[config.mk]
export PLATFORM = sky130hd
export DESIGN_NAME = dual_motor_pd_speed_regulator_core
export DESIGN_NICKNAME = d
export VERILOG_FILES = /design/src/dmpd_pkg.sv /design/src/dual_motor_pd_speed_regulator_core.sv /design/src/dmpd_pd_calc.sv
export SDC_FILE = /design/constraint.sdc
export NUM_CORES = 2
export LEC_CHECK = 0
export BUFFER_PORTS_ARGS = -buffer_cell sky130_fd_sc_hd__buf_4
export CAP_MARGIN = 20
export CORE_MARGIN = 2
export CORE_UTILIZATION = 50
export DETAILED_ROUTE_END_ITERATION = 8
export PLACE_DENSITY = 0.68
export SYNTH_ARGS = -nofsm -noshare
export SYNTH_HDL_FRONTEND = slang
export SYNTH_HIERARCHICAL = 1
export SYNTH_SLANG_ARGS = --single-unit
[constraint.sdc]
create_clock -name clk -period 7.7 [get_ports clk]
set_clock_uncertainty 0.1 [all_clocks]
set_input_delay 1.155 -clock clk [delete_from_list [all_inputs] [get_ports clk]]
set_output_delay 1.155 -clock clk [all_outputs]
set_load 0.02 [all_outputs]
[src/dmpd_pkg.sv]
`timescale 1ns / 1ps
// ----------------------------------------------------------------------------
// dmpd_pkg
// Shared types, codes and constants of the dual motor PD speed regulator.
// ----------------------------------------------------------------------------
package dmpd_pkg;

  // Default sizes.
  localparam int SPEED_LEVELS_DEF = 16;
  localparam int MOTOR_COUNT_DEF  = 2;

  // Target pulse counts per speed code.
  localparam int TABLE_LEN = 16;
  localparam logic [7:0] SPEED_TABLE [TABLE_LEN] = '{
    8'd0, 8'd10, 8'd20, 8'd28, 8'd36, 8'd46, 8'd54, 8'd66,
    8'd74, 8'd84, 8'd92, 8'd102, 8'd112, 8'd122, 8'd130, 8'd140
  };

  // Action codes of an input word.
  localparam logic [1:0] ACT_EDGE  = 2'd0;
  localparam logic [1:0] ACT_TICK  = 2'd1;
  localparam logic [1:0] ACT_SPEED = 2'd2;
  localparam logic [1:0] ACT_DIR   = 2'd3;

  // Direction codes.
  localparam logic [1:0] DIR_STOP = 2'd0;
  localparam logic [1:0] DIR_FWD  = 2'd1;
  localparam logic [1:0] DIR_BWD  = 2'd2;

  // Bridge pin patterns.
  localparam logic [1:0] PINS_OFF   = 2'd0;
  localparam logic [1:0] PINS_FWD   = 2'd1;
  localparam logic [1:0] PINS_BWD   = 2'd2;
  localparam logic [1:0] PINS_BRAKE = 2'd3;

  // Configuration register map.
  localparam int CFG_IDX_W = 4;
  localparam logic [CFG_IDX_W-1:0] REG_PROP_GAIN  = 4'd0;
  localparam logic [CFG_IDX_W-1:0] REG_DERIV_GAIN = 4'd1;
  localparam logic [7:0] PROP_GAIN_RST  = 8'd60;
  localparam logic [7:0] DERIV_GAIN_RST = 8'd30;

  // Duty limit.
  localparam logic [7:0] DUTY_MAX = 8'hff;

  // Division by 100: a magnitude below 2^24 is shifted right by two and then
  // multiplied by the rounded-up reciprocal of 25 scaled by 2^28. The shifted
  // magnitude is split into two halves of eleven bits, one partial product each.
  localparam int DIV_MAG_W   = 24;
  localparam int DIV_Y_W     = 22;
  localparam int DIV_HALF_W  = 11;
  localparam int DIV_RECIP_W = 24;
  localparam logic [DIV_RECIP_W-1:0] DIV_RECIP = 24'd10737419;
  localparam int DIV_SHIFT   = 28;
  localparam int DIV_PP_W    = DIV_HALF_W + DIV_RECIP_W;
  localparam int DIV_SUM_W   = DIV_PP_W + DIV_HALF_W;
  localparam int DIV_Q_W     = DIV_SUM_W - DIV_SHIFT;

  // Regulator gains.
  typedef struct packed {
    logic [7:0] prop;
    logic [7:0] deriv;
  } gains_t;

  // One motor's operands for the regulator.
  typedef struct packed {
    logic               run;
    logic [15:0]        count;
    logic [7:0]         target;
    logic signed [15:0] perr;
    logic [7:0]         duty;
  } calc_req_t;

  // One motor's updated state from the regulator.
  typedef struct packed {
    logic [7:0]         duty;
    logic signed [15:0] perr;
  } calc_rsp_t;

  // Bridge pins for a direction; anything but forward or backward brakes.
  function automatic logic [1:0] pins_of(input logic [1:0] dir);
    logic [1:0] pins;
    case (dir)
      DIR_FWD: pins = PINS_FWD;
      DIR_BWD: pins = PINS_BWD;
      default: pins = PINS_BRAKE;
    endcase
    return pins;
  endfunction

endpackage

[src/dual_motor_pd_speed_regulator_core.sv]
`timescale 1ns / 1ps
// ----------------------------------------------------------------------------
// dual_motor_pd_speed_regulator_core
// Speed regulator for up to MOTOR_COUNT motors with encoder feedback. Targets
// and previous errors live in two small synchronous memories; a tick walks
// the motors through one shared PD pipeline that reads and writes them back.
// ----------------------------------------------------------------------------
// Flow: the result word of an edge or command is registered into the output
// word, or into the skid stage while the output is held; edges and commands
// are taken one per cycle while the input is not stalled. A tick issues one
// motor per cycle into the memory read and PD pipeline and keeps the input
// stalled until the last motor's response has come back.
// Reset (synchronous): gains 60 and 30, all motors stopped with zero counts
// and duty, and the memory valid bits cleared so entries read as zero.
module dual_motor_pd_speed_regulator_core #(
  parameter int SPEED_LEVELS = dmpd_pkg::SPEED_LEVELS_DEF,
  parameter int MOTOR_COUNT  = dmpd_pkg::MOTOR_COUNT_DEF
) (
  input  logic                           clk,
  input  logic                           rst,
  // Input channel.
  input  logic                           in_valid,
  output logic                           in_stall,
  input  logic [1:0]                     action,
  input  logic                           motor_select,
  input  logic [7:0]                     command_value,
  // Result channel.
  output logic                           out_valid,
  input  logic                           out_stall,
  output logic [7:0]                     duty_first,
  output logic [7:0]                     duty_second,
  output logic [1:0]                     dir_first,
  output logic [1:0]                     dir_second,
  output logic [1:0]                     bridge_pins_first,
  output logic [1:0]                     bridge_pins_second,
  output logic [1:0]                     pwm_enable_mask,
  // Configuration write channel.
  input  logic                           cfg_valid,
  output logic                           cfg_ready,
  input  logic [dmpd_pkg::CFG_IDX_W-1:0] cfg_index,
  input  logic [7:0]                     cfg_data
);

  localparam int IDX_W = (MOTOR_COUNT > 1) ? $clog2(MOTOR_COUNT) : 1;
  localparam logic [IDX_W-1:0] LAST_IDX = IDX_W'(MOTOR_COUNT - 1);
  localparam bit SECOND_OK = (MOTOR_COUNT > 1);

  typedef struct packed {
    logic [7:0] duty_a;
    logic [7:0] duty_b;
    logic [1:0] dir_a;
    logic [1:0] dir_b;
    logic [1:0] pins_a;
    logic [1:0] pins_b;
    logic [1:0] mask;
  } res_t;

  // Configuration registers; writes are always taken.
  dmpd_pkg::gains_t gains;

  assign cfg_ready = 1'b1;

  always_ff @(posedge clk) begin
    if (rst) begin
      gains.prop  <= dmpd_pkg::PROP_GAIN_RST;
      gains.deriv <= dmpd_pkg::DERIV_GAIN_RST;
    end else if (cfg_valid && cfg_ready) begin
      case (cfg_index)
        dmpd_pkg::REG_PROP_GAIN:  gains.prop  <= cfg_data;
        dmpd_pkg::REG_DERIV_GAIN: gains.deriv <= cfg_data;
        default: ;
      endcase
    end
  end

  // Input acceptance and decode.
  logic             busy;
  logic             skid_valid;
  logic             in_acc;
  logic             sel_ok;
  logic [IDX_W-1:0] sel_idx;
  logic             is_tick;
  logic             start_cmd;
  logic [1:0]       new_dir;

  assign in_stall  = skid_valid || busy;
  assign in_acc    = in_valid && !in_stall;
  assign is_tick   = (action == dmpd_pkg::ACT_TICK);
  assign sel_ok    = !motor_select || SECOND_OK;
  assign sel_idx   = IDX_W'(motor_select);
  assign start_cmd = (command_value == 8'(dmpd_pkg::DIR_FWD))
                  || (command_value == 8'(dmpd_pkg::DIR_BWD));
  assign new_dir   = start_cmd ? command_value[1:0] : dmpd_pkg::DIR_STOP;

  // Speed code to table index: remainder by SPEED_LEVELS through a
  // reciprocal multiply, clamped to the last table entry.
  localparam logic [16:0] SPD_RECIP = 17'((65536 + SPEED_LEVELS - 1) / SPEED_LEVELS);
  localparam logic [7:0]  SPD_LVL   = 8'(SPEED_LEVELS);
  localparam logic [7:0]  TBL_LAST  = 8'(dmpd_pkg::TABLE_LEN - 1);

  logic [24:0] spd_prod;
  logic [7:0]  spd_quot;
  logic [15:0] spd_back;
  logic [7:0]  spd_rem0;
  logic [7:0]  spd_rem;
  logic [3:0]  spd_idx;
  logic [7:0]  spd_target;

  always_comb begin
    spd_prod = 25'(command_value) * 25'(SPD_RECIP);
    spd_quot = spd_prod[23:16];
    spd_back = 16'(spd_quot) * 16'(SPD_LVL);
    spd_rem0 = command_value - spd_back[7:0];
    spd_rem  = (spd_rem0 >= SPD_LVL) ? spd_rem0 - SPD_LVL : spd_rem0;
    spd_idx  = (spd_rem > TBL_LAST) ? TBL_LAST[3:0] : spd_rem[3:0];
    spd_target = dmpd_pkg::SPEED_TABLE[spd_idx];
  end

  // Tick sequencer and regulator hand-off.
  logic                seq_active;
  logic [IDX_W-1:0]    seq_idx;
  logic                tick_done;
  logic                iss_valid;
  logic [IDX_W-1:0]    iss_idx;
  logic                iss_run;
  logic [15:0]         iss_count;
  logic [7:0]          iss_duty;
  logic                rsp_valid;
  logic [IDX_W-1:0]    rsp_idx;
  dmpd_pkg::calc_rsp_t rsp;
  logic                cnt_clear_all;

  assign cnt_clear_all = rsp_valid && (rsp_idx == LAST_IDX);

  // Per-motor lanes: pulse counts, directions and duties.
  logic [15:0] cnt      [MOTOR_COUNT];
  logic [1:0]  dir      [MOTOR_COUNT];
  logic [1:0]  dir_next [MOTOR_COUNT];
  logic [7:0]  duty     [MOTOR_COUNT];

  always_comb begin
    for (int k = 0; k < MOTOR_COUNT; k++) begin
      dir_next[k] = dir[k];
      if (in_acc && sel_ok && (action == dmpd_pkg::ACT_DIR) && (sel_idx == IDX_W'(k))) begin
        dir_next[k] = new_dir;
      end
    end
  end

  always_ff @(posedge clk) begin
    if (rst) begin
      for (int k = 0; k < MOTOR_COUNT; k++) begin
        cnt[k]  <= 16'd0;
        dir[k]  <= dmpd_pkg::DIR_STOP;
        duty[k] <= 8'd0;
      end
    end else begin
      for (int k = 0; k < MOTOR_COUNT; k++) begin
        if (cnt_clear_all) begin
          cnt[k] <= 16'd0;
        end else if (in_acc && sel_ok && (sel_idx == IDX_W'(k))) begin
          if ((action == dmpd_pkg::ACT_EDGE) && (dir[k] != dmpd_pkg::DIR_STOP)) begin
            cnt[k] <= cnt[k] + 16'd1;
          end else if ((action == dmpd_pkg::ACT_DIR) && start_cmd) begin
            cnt[k] <= 16'd0;
          end
        end
        dir[k] <= dir_next[k];
        if (rsp_valid && (rsp_idx == IDX_W'(k))) begin
          duty[k] <= rsp.duty;
        end
      end
    end
  end

  // Target and previous-error memories with reset-cleared valid bits.
  logic [7:0]             tgt_mem  [MOTOR_COUNT];
  logic signed [15:0]     perr_mem [MOTOR_COUNT];
  logic [MOTOR_COUNT-1:0] tgt_vld;
  logic [MOTOR_COUNT-1:0] perr_vld;
  logic [7:0]             tgt_rd;
  logic signed [15:0]     perr_rd;
  logic                   tgt_vld_rd;
  logic                   perr_vld_rd;
  logic                   spd_wr;

  assign spd_wr = in_acc && sel_ok && (action == dmpd_pkg::ACT_SPEED);

  always_ff @(posedge clk) begin
    if (spd_wr) begin
      tgt_mem[sel_idx] <= spd_target;
    end
    if (rsp_valid) begin
      perr_mem[rsp_idx] <= rsp.perr;
    end
    if (seq_active) begin
      tgt_rd  <= tgt_mem[seq_idx];
      perr_rd <= perr_mem[seq_idx];
    end
  end

  always_ff @(posedge clk) begin
    if (rst) begin
      tgt_vld     <= '0;
      perr_vld    <= '0;
      tgt_vld_rd  <= 1'b0;
      perr_vld_rd <= 1'b0;
    end else begin
      if (spd_wr) begin
        tgt_vld[sel_idx] <= 1'b1;
      end
      if (rsp_valid) begin
        perr_vld[rsp_idx] <= 1'b1;
      end
      if (seq_active) begin
        tgt_vld_rd  <= tgt_vld[seq_idx];
        perr_vld_rd <= perr_vld[seq_idx];
      end
    end
  end

  // Sequencer: a tick locks the input and issues one motor per cycle.
  always_ff @(posedge clk) begin
    if (rst) begin
      busy       <= 1'b0;
      seq_active <= 1'b0;
      seq_idx    <= '0;
      tick_done  <= 1'b0;
      iss_valid  <= 1'b0;
    end else begin
      tick_done <= cnt_clear_all;
      iss_valid <= seq_active;
      if (in_acc && is_tick) begin
        busy       <= 1'b1;
        seq_active <= 1'b1;
        seq_idx    <= '0;
      end else if (seq_active) begin
        seq_idx <= seq_idx + IDX_W'(1);
        if (seq_idx == LAST_IDX) begin
          seq_active <= 1'b0;
        end
      end
      if (tick_done) begin
        busy <= 1'b0;
      end
    end
  end

  // Lane operands captured alongside the memory read.
  always_ff @(posedge clk) begin
    iss_idx   <= seq_idx;
    iss_run   <= (dir[seq_idx] != dmpd_pkg::DIR_STOP);
    iss_count <= cnt[seq_idx];
    iss_duty  <= duty[seq_idx];
  end

  dmpd_pkg::calc_req_t req;

  assign req.run    = iss_run;
  assign req.count  = iss_count;
  assign req.target = tgt_vld_rd ? tgt_rd : 8'd0;
  assign req.perr   = perr_vld_rd ? perr_rd : 16'sd0;
  assign req.duty   = iss_duty;

  dmpd_pd_calc #(
    .IDX_W (IDX_W)
  ) u_calc (
    .clk       (clk),
    .rst       (rst),
    .gains     (gains),
    .req_valid (iss_valid),
    .req_idx   (iss_idx),
    .req       (req),
    .rsp_valid (rsp_valid),
    .rsp_idx   (rsp_idx),
    .rsp       (rsp)
  );

  // Result word: state after the accepted word or after a finished tick.
  logic       result_fire;
  logic [7:0] duty_b;
  logic [1:0] dir_b;
  res_t       res;

  assign result_fire = (in_acc && !is_tick) || tick_done;

  if (MOTOR_COUNT > 1) begin : g_second
    assign duty_b = duty[1];
    assign dir_b  = dir_next[1];
  end else begin : g_single
    assign duty_b = 8'd0;
    assign dir_b  = dmpd_pkg::DIR_STOP;
  end

  always_comb begin
    res.duty_a  = duty[0];
    res.duty_b  = duty_b;
    res.dir_a   = dir_next[0];
    res.dir_b   = dir_b;
    res.pins_a  = dmpd_pkg::pins_of(dir_next[0]);
    res.pins_b  = SECOND_OK ? dmpd_pkg::pins_of(dir_b) : dmpd_pkg::PINS_OFF;
    res.mask[0] = (dir_next[0] != dmpd_pkg::DIR_STOP);
    res.mask[1] = (dir_b != dmpd_pkg::DIR_STOP);
  end

  // Output register with a skid stage behind it.
  res_t out_word;
  res_t skid_word;

  always_ff @(posedge clk) begin
    if (rst) begin
      out_valid  <= 1'b0;
      skid_valid <= 1'b0;
    end else if (!out_valid || !out_stall) begin
      if (skid_valid) begin
        out_valid  <= 1'b1;
        skid_valid <= result_fire;
      end else begin
        out_valid <= result_fire;
      end
    end else if (result_fire) begin
      skid_valid <= 1'b1;
    end
  end

  always_ff @(posedge clk) begin
    if (!out_valid || !out_stall) begin
      if (skid_valid) begin
        out_word  <= skid_word;
        skid_word <= res;
      end else begin
        out_word <= res;
      end
    end else if (result_fire) begin
      skid_word <= res;
    end
  end

  assign duty_first         = out_word.duty_a;
  assign duty_second        = out_word.duty_b;
  assign dir_first          = out_word.dir_a;
  assign dir_second         = out_word.dir_b;
  assign bridge_pins_first  = out_word.pins_a;
  assign bridge_pins_second = out_word.pins_b;
  assign pwm_enable_mask    = out_word.mask;

  // The skid stage only fills behind a held output word.
  a_skid_behind_out: assert property (@(posedge clk) disable iff (rst)
    skid_valid |-> out_valid)
    else $error("skid word held without an output word");

  // No result may arrive while the skid stage is occupied.
  a_no_skid_overrun: assert property (@(posedge clk) disable iff (rst)
    !(skid_valid && result_fire))
    else $error("result word produced with the skid stage full");

  // An accepted tick starts the motor walk and locks the input.
  a_tick_starts_walk: assert property (@(posedge clk) disable iff (rst)
    (in_acc && is_tick) |=> (busy && seq_active))
    else $error("tick accepted without starting the regulator walk");

  // Regulator responses only come back during a tick.
  a_rsp_in_tick: assert property (@(posedge clk) disable iff (rst)
    rsp_valid |-> busy)
    else $error("regulator response outside a tick");

  // A finished tick has issued every motor.
  a_done_after_walk: assert property (@(posedge clk) disable iff (rst)
    tick_done |-> (!seq_active && busy))
    else $error("tick finished while motors are still being issued");

endmodule

[src/dmpd_pd_calc.sv]
`timescale 1ns / 1ps
// ----------------------------------------------------------------------------
// dmpd_pd_calc
// Four-stage PD arithmetic for one motor per cycle: error, products, division
// by 100 through a reciprocal, and the saturated duty update.
// ----------------------------------------------------------------------------
module dmpd_pd_calc #(
  parameter int IDX_W = 1
) (
  input  logic                clk,
  input  logic                rst,
  input  dmpd_pkg::gains_t    gains,
  input  logic                req_valid,
  input  logic [IDX_W-1:0]    req_idx,
  input  dmpd_pkg::calc_req_t req,
  output logic                rsp_valid,
  output logic [IDX_W-1:0]    rsp_idx,
  output dmpd_pkg::calc_rsp_t rsp
);

  // Stage 1: saturated error and error difference.
  logic signed [16:0] diff;
  logic signed [15:0] err;
  logic signed [16:0] dd;

  logic               s1_valid;
  logic [IDX_W-1:0]   s1_idx;
  logic               s1_run;
  logic [7:0]         s1_duty;
  logic signed [15:0] s1_err;
  logic signed [16:0] s1_dd;

  always_comb begin
    diff = $signed({1'b0, req.count}) - $signed({9'b0, req.target});
    if (diff > 17'sd32767) begin
      err = 16'sh7fff;
    end else if (diff < -17'sd32768) begin
      err = 16'sh8000;
    end else begin
      err = diff[15:0];
    end
    dd = $signed({err[15], err}) - $signed({req.perr[15], req.perr});
  end

  // Stage 2: gain products.
  logic signed [24:0] p_full;
  logic signed [25:0] d_full;

  logic               s2_valid;
  logic [IDX_W-1:0]   s2_idx;
  logic               s2_run;
  logic [7:0]         s2_duty;
  logic signed [15:0] s2_err;
  logic signed [24:0] s2_p;
  logic signed [25:0] s2_d;

  assign p_full = $signed({1'b0, gains.prop}) * s1_err;
  assign d_full = $signed({1'b0, gains.deriv}) * s1_dd;

  // Stage 3: magnitudes and partial products of the reciprocal multiply.
  logic [24:0]                   p_abs;
  logic [25:0]                   d_abs;
  logic [dmpd_pkg::DIV_Y_W-1:0]  p_y;
  logic [dmpd_pkg::DIV_Y_W-1:0]  d_y;
  logic [dmpd_pkg::DIV_PP_W-1:0] p_lo;
  logic [dmpd_pkg::DIV_PP_W-1:0] p_hi;
  logic [dmpd_pkg::DIV_PP_W-1:0] d_lo;
  logic [dmpd_pkg::DIV_PP_W-1:0] d_hi;

  logic                          s3_valid;
  logic [IDX_W-1:0]              s3_idx;
  logic                          s3_run;
  logic [7:0]                    s3_duty;
  logic signed [15:0]            s3_err;
  logic                          s3_pneg;
  logic                          s3_dneg;
  logic [dmpd_pkg::DIV_PP_W-1:0] s3_plo;
  logic [dmpd_pkg::DIV_PP_W-1:0] s3_phi;
  logic [dmpd_pkg::DIV_PP_W-1:0] s3_dlo;
  logic [dmpd_pkg::DIV_PP_W-1:0] s3_dhi;

  always_comb begin
    p_abs = s2_p[24] ? 25'(-s2_p) : 25'(s2_p);
    d_abs = s2_d[25] ? 26'(-s2_d) : 26'(s2_d);
    p_y   = p_abs[dmpd_pkg::DIV_MAG_W-1:2];
    d_y   = d_abs[dmpd_pkg::DIV_MAG_W-1:2];
    p_lo  = dmpd_pkg::DIV_PP_W'(p_y[dmpd_pkg::DIV_HALF_W-1:0])
          * dmpd_pkg::DIV_PP_W'(dmpd_pkg::DIV_RECIP);
    p_hi  = dmpd_pkg::DIV_PP_W'(p_y[dmpd_pkg::DIV_Y_W-1:dmpd_pkg::DIV_HALF_W])
          * dmpd_pkg::DIV_PP_W'(dmpd_pkg::DIV_RECIP);
    d_lo  = dmpd_pkg::DIV_PP_W'(d_y[dmpd_pkg::DIV_HALF_W-1:0])
          * dmpd_pkg::DIV_PP_W'(dmpd_pkg::DIV_RECIP);
    d_hi  = dmpd_pkg::DIV_PP_W'(d_y[dmpd_pkg::DIV_Y_W-1:dmpd_pkg::DIV_HALF_W])
          * dmpd_pkg::DIV_PP_W'(dmpd_pkg::DIV_RECIP);
  end

  // Stage 4: quotients with the sign restored (truncation toward zero).
  logic [dmpd_pkg::DIV_SUM_W-1:0] p_sum;
  logic [dmpd_pkg::DIV_SUM_W-1:0] d_sum;
  logic [dmpd_pkg::DIV_Q_W-1:0]   p_q;
  logic [dmpd_pkg::DIV_Q_W-1:0]   d_q;
  logic signed [dmpd_pkg::DIV_Q_W:0] p_sq;
  logic signed [dmpd_pkg::DIV_Q_W:0] d_sq;

  logic                              s4_valid;
  logic [IDX_W-1:0]                  s4_idx;
  logic                              s4_run;
  logic [7:0]                        s4_duty;
  logic signed [15:0]                s4_err;
  logic signed [dmpd_pkg::DIV_Q_W:0] s4_qp;
  logic signed [dmpd_pkg::DIV_Q_W:0] s4_qd;

  always_comb begin
    p_sum = dmpd_pkg::DIV_SUM_W'(s3_plo)
          + (dmpd_pkg::DIV_SUM_W'(s3_phi) << dmpd_pkg::DIV_HALF_W);
    d_sum = dmpd_pkg::DIV_SUM_W'(s3_dlo)
          + (dmpd_pkg::DIV_SUM_W'(s3_dhi) << dmpd_pkg::DIV_HALF_W);
    p_q   = p_sum[dmpd_pkg::DIV_SHIFT +: dmpd_pkg::DIV_Q_W];
    d_q   = d_sum[dmpd_pkg::DIV_SHIFT +: dmpd_pkg::DIV_Q_W];
    p_sq  = s3_pneg ? -$signed({1'b0, p_q}) : $signed({1'b0, p_q});
    d_sq  = s3_dneg ? -$signed({1'b0, d_q}) : $signed({1'b0, d_q});
  end

  // Pipeline registers: valid bits are reset, payload is not.
  always_ff @(posedge clk) begin
    if (rst) begin
      s1_valid <= 1'b0;
      s2_valid <= 1'b0;
      s3_valid <= 1'b0;
      s4_valid <= 1'b0;
    end else begin
      s1_valid <= req_valid;
      s2_valid <= s1_valid;
      s3_valid <= s2_valid;
      s4_valid <= s3_valid;
    end
  end

  always_ff @(posedge clk) begin
    s1_idx  <= req_idx;
    s1_run  <= req.run;
    s1_duty <= req.duty;
    s1_err  <= err;
    s1_dd   <= dd;

    s2_idx  <= s1_idx;
    s2_run  <= s1_run;
    s2_duty <= s1_duty;
    s2_err  <= s1_err;
    s2_p    <= p_full;
    s2_d    <= d_full;

    s3_idx  <= s2_idx;
    s3_run  <= s2_run;
    s3_duty <= s2_duty;
    s3_err  <= s2_err;
    s3_pneg <= s2_p[24];
    s3_dneg <= s2_d[25];
    s3_plo  <= p_lo;
    s3_phi  <= p_hi;
    s3_dlo  <= d_lo;
    s3_dhi  <= d_hi;

    s4_idx  <= s3_idx;
    s4_run  <= s3_run;
    s4_duty <= s3_duty;
    s4_err  <= s3_err;
    s4_qp   <= p_sq;
    s4_qd   <= d_sq;
  end

  // Final step: subtract the correction from the duty and saturate.
  logic signed [dmpd_pkg::DIV_Q_W+1:0] delta;
  logic signed [dmpd_pkg::DIV_Q_W+2:0] duty_raw;
  logic [7:0]                          duty_sat;

  always_comb begin
    delta    = $signed({s4_qp[dmpd_pkg::DIV_Q_W], s4_qp})
             + $signed({s4_qd[dmpd_pkg::DIV_Q_W], s4_qd});
    duty_raw = $signed({{(dmpd_pkg::DIV_Q_W - 5){1'b0}}, s4_duty})
             - $signed({delta[dmpd_pkg::DIV_Q_W+1], delta});
    if (duty_raw < 0) begin
      duty_sat = 8'd0;
    end else if (duty_raw > $signed({{(dmpd_pkg::DIV_Q_W - 5){1'b0}}, dmpd_pkg::DUTY_MAX})) begin
      duty_sat = dmpd_pkg::DUTY_MAX;
    end else begin
      duty_sat = duty_raw[7:0];
    end
  end

  // A stopped motor keeps its duty and forgets its previous error.
  assign rsp_valid = s4_valid;
  assign rsp_idx   = s4_idx;
  assign rsp.duty  = s4_run ? duty_sat : s4_duty;
  assign rsp.perr  = s4_run ? s4_err : 16'sd0;

endmodule

======== Word-level counts from Yosys, hierarchy flattened ========
Memories as Yosys holds them, arrays and structs flattened. A register that Yosys moved wholly into a read port is not among the register bits.
Index checks and enable logic that the tools add are counted.
cells by class
  $add $sub $neg .......................... 15
  multiply operators ...................... 6
  $lt $le $gt $ge ......................... 12
  eq/ne operators ......................... 11
  mux-type cells .......................... 86
  bitwise operators ....................... 15
  reduce and logical (&&, ||, !) cells .... 37
operators with widths
  kind                      number
  $mux W16                  10
  $mul A11 B24 Y35 const B  4
  $mux W26                  4
  $add A35 B46 Y46          2
  $mux W8                   9
  $mux W1                   49
  $mux W24                  2
  $neg A24 Y24              2
  $neg A18 Y19              2
  $mux W18                  2
  $add A16 B1 Y16 const B   2
  $mul A9 B17 Y26           1
  $mul A9 B16 Y25           1
  $gt A21 B9 Y1 const B     1
  $lt A21 B1 Y1 const B     1
  $sub A9 B20 Y21           1
  $add A19 B19 Y20          1
  $gt A17 B16 Y1 const B    1
  $lt A17 B16 Y1 const B    1
  $sub A16 B16 Y17          1
  $sub A16 B8 Y17           1
  $logic_and A1 B1 Y1       16
  $reduce_bool A2 Y1        6
  $mux W2                   5
  27 further kinds          57
word-level totals
  register bits after elaboration ......... 439
  memory bits (writable) .................. 100
  memory bits (read-only) ................. 128
  input port bits ......................... 28
  output and inout bits ................... 29
  word-level logic and storage cells ...... 250
  memories ................................ 6
memories
  memory            depth  width  rd ports  clocked after Yosys merged registers in  wr ports  RTL line                                   source
  (name not given)  16     8      1         0                                        0         dual_motor_pd_speed_regulator_core.sv:116  spd_target = dmpd_pkg::SPEED_TABLE[spd_idx];
  cnt               2      16     3         1                                        2         dual_motor_pd_speed_regulator_core.sv:136  logic [15:0] cnt [MOTOR_COUNT];
  perr_mem          2      16     1         1                                        1         dual_motor_pd_speed_regulator_core.sv:178  logic signed [15:0] perr_mem [MOTOR_COUNT];
  duty              2      8      3         1                                        2         dual_motor_pd_speed_regulator_core.sv:139  logic [7:0] duty [MOTOR_COUNT];
  tgt_mem           2      8      1         1                                        1         dual_motor_pd_speed_regulator_core.sv:177  logic [7:0] tgt_mem [MOTOR_COUNT];
  dir               2      2      3         1                                        2         dual_motor_pd_speed_regulator_core.sv:137  logic [1:0] dir [MOTOR_COUNT];

======== Depth between registers and ports, before layout ========
  word-level depth ........................ 10
  depth in mapped cells ................... 32
  mapped depth without buffers ............ 32

======== Cells and area by module ========
Netlist, hierarchy kept.
modules (own cells, without submodules)
  module                              instances  cells each  area each (µm²)
  dmpd_pd_calc                        1          4,180       39,420.3
  dual_motor_pd_speed_regulator_core  1          645         9,041.2

======== Worst setup path after synthesis ========
Ideal clock, no wire load.
  kind .................................... reg2reg
  start point ............................. reg u_calc.s2_d[3]
  end point ............................... reg u_calc/s3_dhi[33] (netlist bit)
  setup time .............................. 0.072 ns
  arrival time ............................ 8.343 ns
  required time ........................... 7.528 ns
  setup slack ............................. -0.816 ns
  stages on the path, launching flop included .. 32
  buffers on the path ..................... 0
  period minus slack after synthesis ...... 8.516 ns
  cell sequence ........................... dfxtp_1 or4_1 or3_4 or4_4 or4b_4 nor4_4 nand3_1 o31ai_2 xor2_1 inv_1 ha_1 inv_1 ha_1 or2_2 fa_1 inv_1 fa_1 inv_1 fa_1 inv_1 fa_1 inv_1 ha_1 nor2b_1 o221a_2 o31a_1 o41ai_1 o221ai_1 o41a_1 a21o_1 a21oi_1 xnor2_1
on the way
  cells in the longest elaborated chain, start to end .. 3
RTL lines
  item                       RTL line             source
  start: declaration         dmpd_pd_calc.sv:55   logic signed [25:0] s2_d;
  start signal: assignment   dmpd_pd_calc.sv:151  s2_d <= d_full;
  $neg A24 Y24               dmpd_pd_calc.sv:84   d_abs = s2_d[25] ? 26'(-s2_d) : 26'(s2_d);
  $mux W24                   dmpd_pd_calc.sv:84
  $mul A11 B24 Y35           dmpd_pd_calc.sv:94   * dmpd_pkg::DIV_PP_W'(dmpd_pkg::DIV_RECIP);
  via u_calc.d_hi (one bit)  dmpd_pd_calc.sv:68   logic [dmpd_pkg::DIV_PP_W-1:0] d_hi;
  end signal: assignment     dmpd_pd_calc.sv:162  s3_dhi <= d_hi;
  end: declaration           dmpd_pd_calc.sv:80   logic [dmpd_pkg::DIV_PP_W-1:0] s3_dhi;
The timed path passes the listed nets, and every way through them passes these cells.
A chain may end at the register's enable or synchronous reset.

======== Worst setup path after layout ========
  start point ............................. reg u_calc.s2_d[0]
  end point ............................... reg u_calc/s3_dhi[33] (netlist bit)
The elaborated chain is that of the path after synthesis.

==> summary.txt <==
Finish
  – Area of the multi-input gates: ~33000 um^2
  – Final Non-Filler Cells: roughly 6500
  – Number of fillers in the final layout: 8271
  – Share of cells above drive strength 1: 0.143
  – Register Area: between 10000 and 15000 um^2
  – Syn-to-layout area delta: 15.3%
  – Fin area: 55900 um^2
  – Layout net count: between 6000 and 7000

Clock network
  – Clock root buffer: clkbuf_16
  – Clk sinks: 562
  – Clk slew on worst S/H paths: about 0.07 ns
  – Htree depth: 2
  – CTS tree: yes
  – CTS Buf Count: 60
  – Clock buffer depth: 3
  – CTS Hold Bufs: 0
  – Worst-Skew Late Latency: 0.68 ns

Worst setup path
  – Buf/Inv on CP: 6
  – Critical path depth in cells: 31
  – Worst Reg-to-Reg Cells: 31
  – Critical path fanouts, max: 3
  – CP Capture Type: flop
  – Delay-heaviest family, CP: adder cells
  – Req. time, crit path: slightly above 8 ns
  – Max incr delay on CP: 0.54 ns
  – Critical Path AT: 8.74 ns
  – Critical-path top delay cell: fa_1
  – Critical path startpoint category: flop
  – Worst Setup Path Type: reg2reg

GRT
  – Initial antenna violation count: 3
  – Total grt overflow: 0
  – GR peak layer: met2
  – First-pass GRT wire length: roughly 180000 um
  – Vias in the first global route: 35300
  – Largest net degree at the start of global routing: 55
  – Overall global routing resource usage: 0.226
  – Met3 Track Usage GR: 0.0288
  – Met1 Usage GRT: 0.299
  – Met2 Usage GRT: 0.394

Timing
  – Worst Tran Pin Value: around 0.96 ns
  – Normalized max-slew margin: 0.357
  – Final period util: 1.07
  – RSZ-0062 raised after global routing: true
  – Fin. Hold Viols: 0
  – Max Clock Freq: between 100 and 150 MHz
  – Final min period: 8.27 ns
  – Setup violators final: 21
  – Slack of the critical path: -0.573 ns
  – Max-slew violation count: 0

Drt
  – Routed WL per cell: ~17 um
  – Via count: ~34000
  – Antenna viol nets, final: 0
  – Vias per inst: ~5.2
  – WL final: 111000 um
  – DRT iter0 DRCs: about 1700
  – TritonRoute pass-1 iters: 5
  – DRC viols: 0

Die
  – Die Ht: ~320 um
  – Core ar.: 96400 um^2
  – I/O pins: 57
  – DIE WIDTH: approximately 320 um
  – Rows: approximately 110
  – Starting Density: 0.503
  – Die area: around 99000 um^2

Place
  – HPWL Detailed: 89700 um
  – Placer Congestion: between 0.9 and 1
  – Port buffer count: 55
  – Pre-CTS WS: -0.762 ns
  – Placed Cells: around 6400
  – DP Area: approximately 53000 um^2

Synth
  – Avg Synthesized Cell Area: around 10 um^2
  – Most used DFF post-synth: dfxtp_1
  – Synth Warn #: 6
  – Largest area contributor in the netlist: fa_1
  – Post-Syn Area: a little under 50000 um^2
  – FF+latch count, synth: between 500 and 600
  – Most instantiated cells after synthesis: inv_1 (878), ha_1 (654), fa_1 (504)
  – Cell with the most instances after synthesis: inv_1
  – Net Count, Synth: 6011
  – Netlist cell types: a little under 90
  – Top-area cell type share of the netlist area: 0.208
  – Sequential area share after synthesis: 0.267
  – Mapped Cells: just under 5000
  – Share of synthesized flip-flops with an asynchronous set or reset: 0
  – Area contributors post-synth: fa_1 (21%), ha_1 (17%), dfxtp_1 (16%)
  – EDFF count, synth: 169

Status
  – Outcome: finished with violations
  – Failing checks: setup timing

Min path
  – Worst hold path class: reg2reg
  – Hold path depth: 0

Flow run
  – Max-cap violation count: 0
-- registers in the layout, summed over array words and instances (netlist names), 14 cells and up, named ones only --
| signal | cells |
|---|---|
| gains | 16 |
| u_calc/s2_d | 25 |
| u_calc/s4_qd | 19 |
| perr_mem | 32 |
| u_calc/s2_p | 25 |
| u_calc/s3_phi | 35 |
| u_calc/s2_err | 16 |
| iss_count | 16 |
| cnt | 32 |
| u_calc/s3_plo | 24 |
| perr_rd | 16 |
| u_calc/s4_qp | 19 |
| u_calc/s4_err | 16 |
| duty | 16 |
| u_calc/s3_err | 16 |
| u_calc/s3_dhi | 35 |
| tgt_mem | 14 |
| u_calc/s1_dd | 17 |
| skid_word | 26 |
| u_calc/s1_err | 16 |
| u_calc/s3_dlo | 24 |
-- through the flow --
stage               TNS (ns)  utilization  hold slack (ns)
global placement       -7.04        0.545            0.210
finish                 -2.85        0.580            0.223
detailed placement     -9.48        0.545            0.212
global route           -9.82        0.580            0.229
floorplan              -1.20            -            0.210
CTS                    -2.78        0.572            0.225
-- placed cells by master (no fill, tap or decap), types with 30 or more instances in the layout --
cell type / n
a21o_1: 80
a21oi_1: 140
and2_1: 226
and3_1: 35
buf_4: 372
clkbuf_16: 66
dfxtp_1: 389
edfxtp_1: 169
fa_1: 494
ha_1: 629
inv_1: 865
mux2_2: 68
nand2_1: 257
nand3_1: 60
nand4_1: 30
nor2_1: 228
nor2b_1: 47
nor3_1: 54
o21a_1: 44
o21ai_0: 119
xnor2_1: 177
xor2_1: 78
-- area by class of cell --
type,count,share of cell area
clock inverter,38,0.00768
inverter,879,0.0591
timing repair buffer,390,0.0537
multi-input combinational,3313,0.588
clock buffer,76,0.0311
antenna,1,0.0000448
sequential,562,0.232
tap,1276,0.0286
-- layer usage --
layer	up-vias	wire length [um]	share of wire
met5	-	0	0
met4	0	2270	0.020
met3	137	4680	0.042
met2	604	53800	0.49
met1	16700	49900	0.45
li1	16800	-	-
-- logic make-up (layout without fill, tap and decap cells) --
group	after synthesis	count (layout)	synth area share
xor+xnor	270	270	0.0491
compound gates	696	696	0.0960
buf+inv	950	1383	0.0740
simple gates	1101	1101	0.117
other cells	2	3	0.000155
flops	562	562	0.267
fa+ha+maj	1158	1158	0.377
mux	86	86	0.0195
-- path summary, 6_finish.rpt --
check | end | from | slack (ns)
hold reg to reg | u_calc/s3_err[8]$_DFF_P_ | u_calc/s2_err[8]$_DFF_P_ | 0.22
hold / removal | u_calc/s3_err[8]$_DFF_P_ | u_calc/s2_err[8]$_DFF_P_ | 0.22
setup / recovery | u_calc/s3_dhi[33]$_DFF_P_ | u_calc/s2_d[0]$_DFF_P_ | -0.57
setup reg to reg | u_calc/s3_dhi[33]$_DFF_P_ | u_calc/s2_d[0]$_DFF_P_ | -0.57
-- worst reg2reg max path: cells and delay by family (launching register included) --
kind,cells,cell delay (ns)
AOI/OAI and AO/OA,9,2.10
xor gates and xnor gates,2,0.34
adders and majority gates,7,2.58
buffers and inverters,6,0.35
DFF,1,0.33
and+or+nand+nor,7,2.40
-- timing repair --
| action | CTS | global route |
|---|---|---|
| gates resized for setup | 62 | 118 |
| setup buffers | 28 | 26 |
| endpoints found under the setup margin | 43 | 53 |
| pin swaps | 46 | 80 |
Power is not shown: default switching activity piles up to over one toggle a cycle in this logic, so the estimate is an artifact.
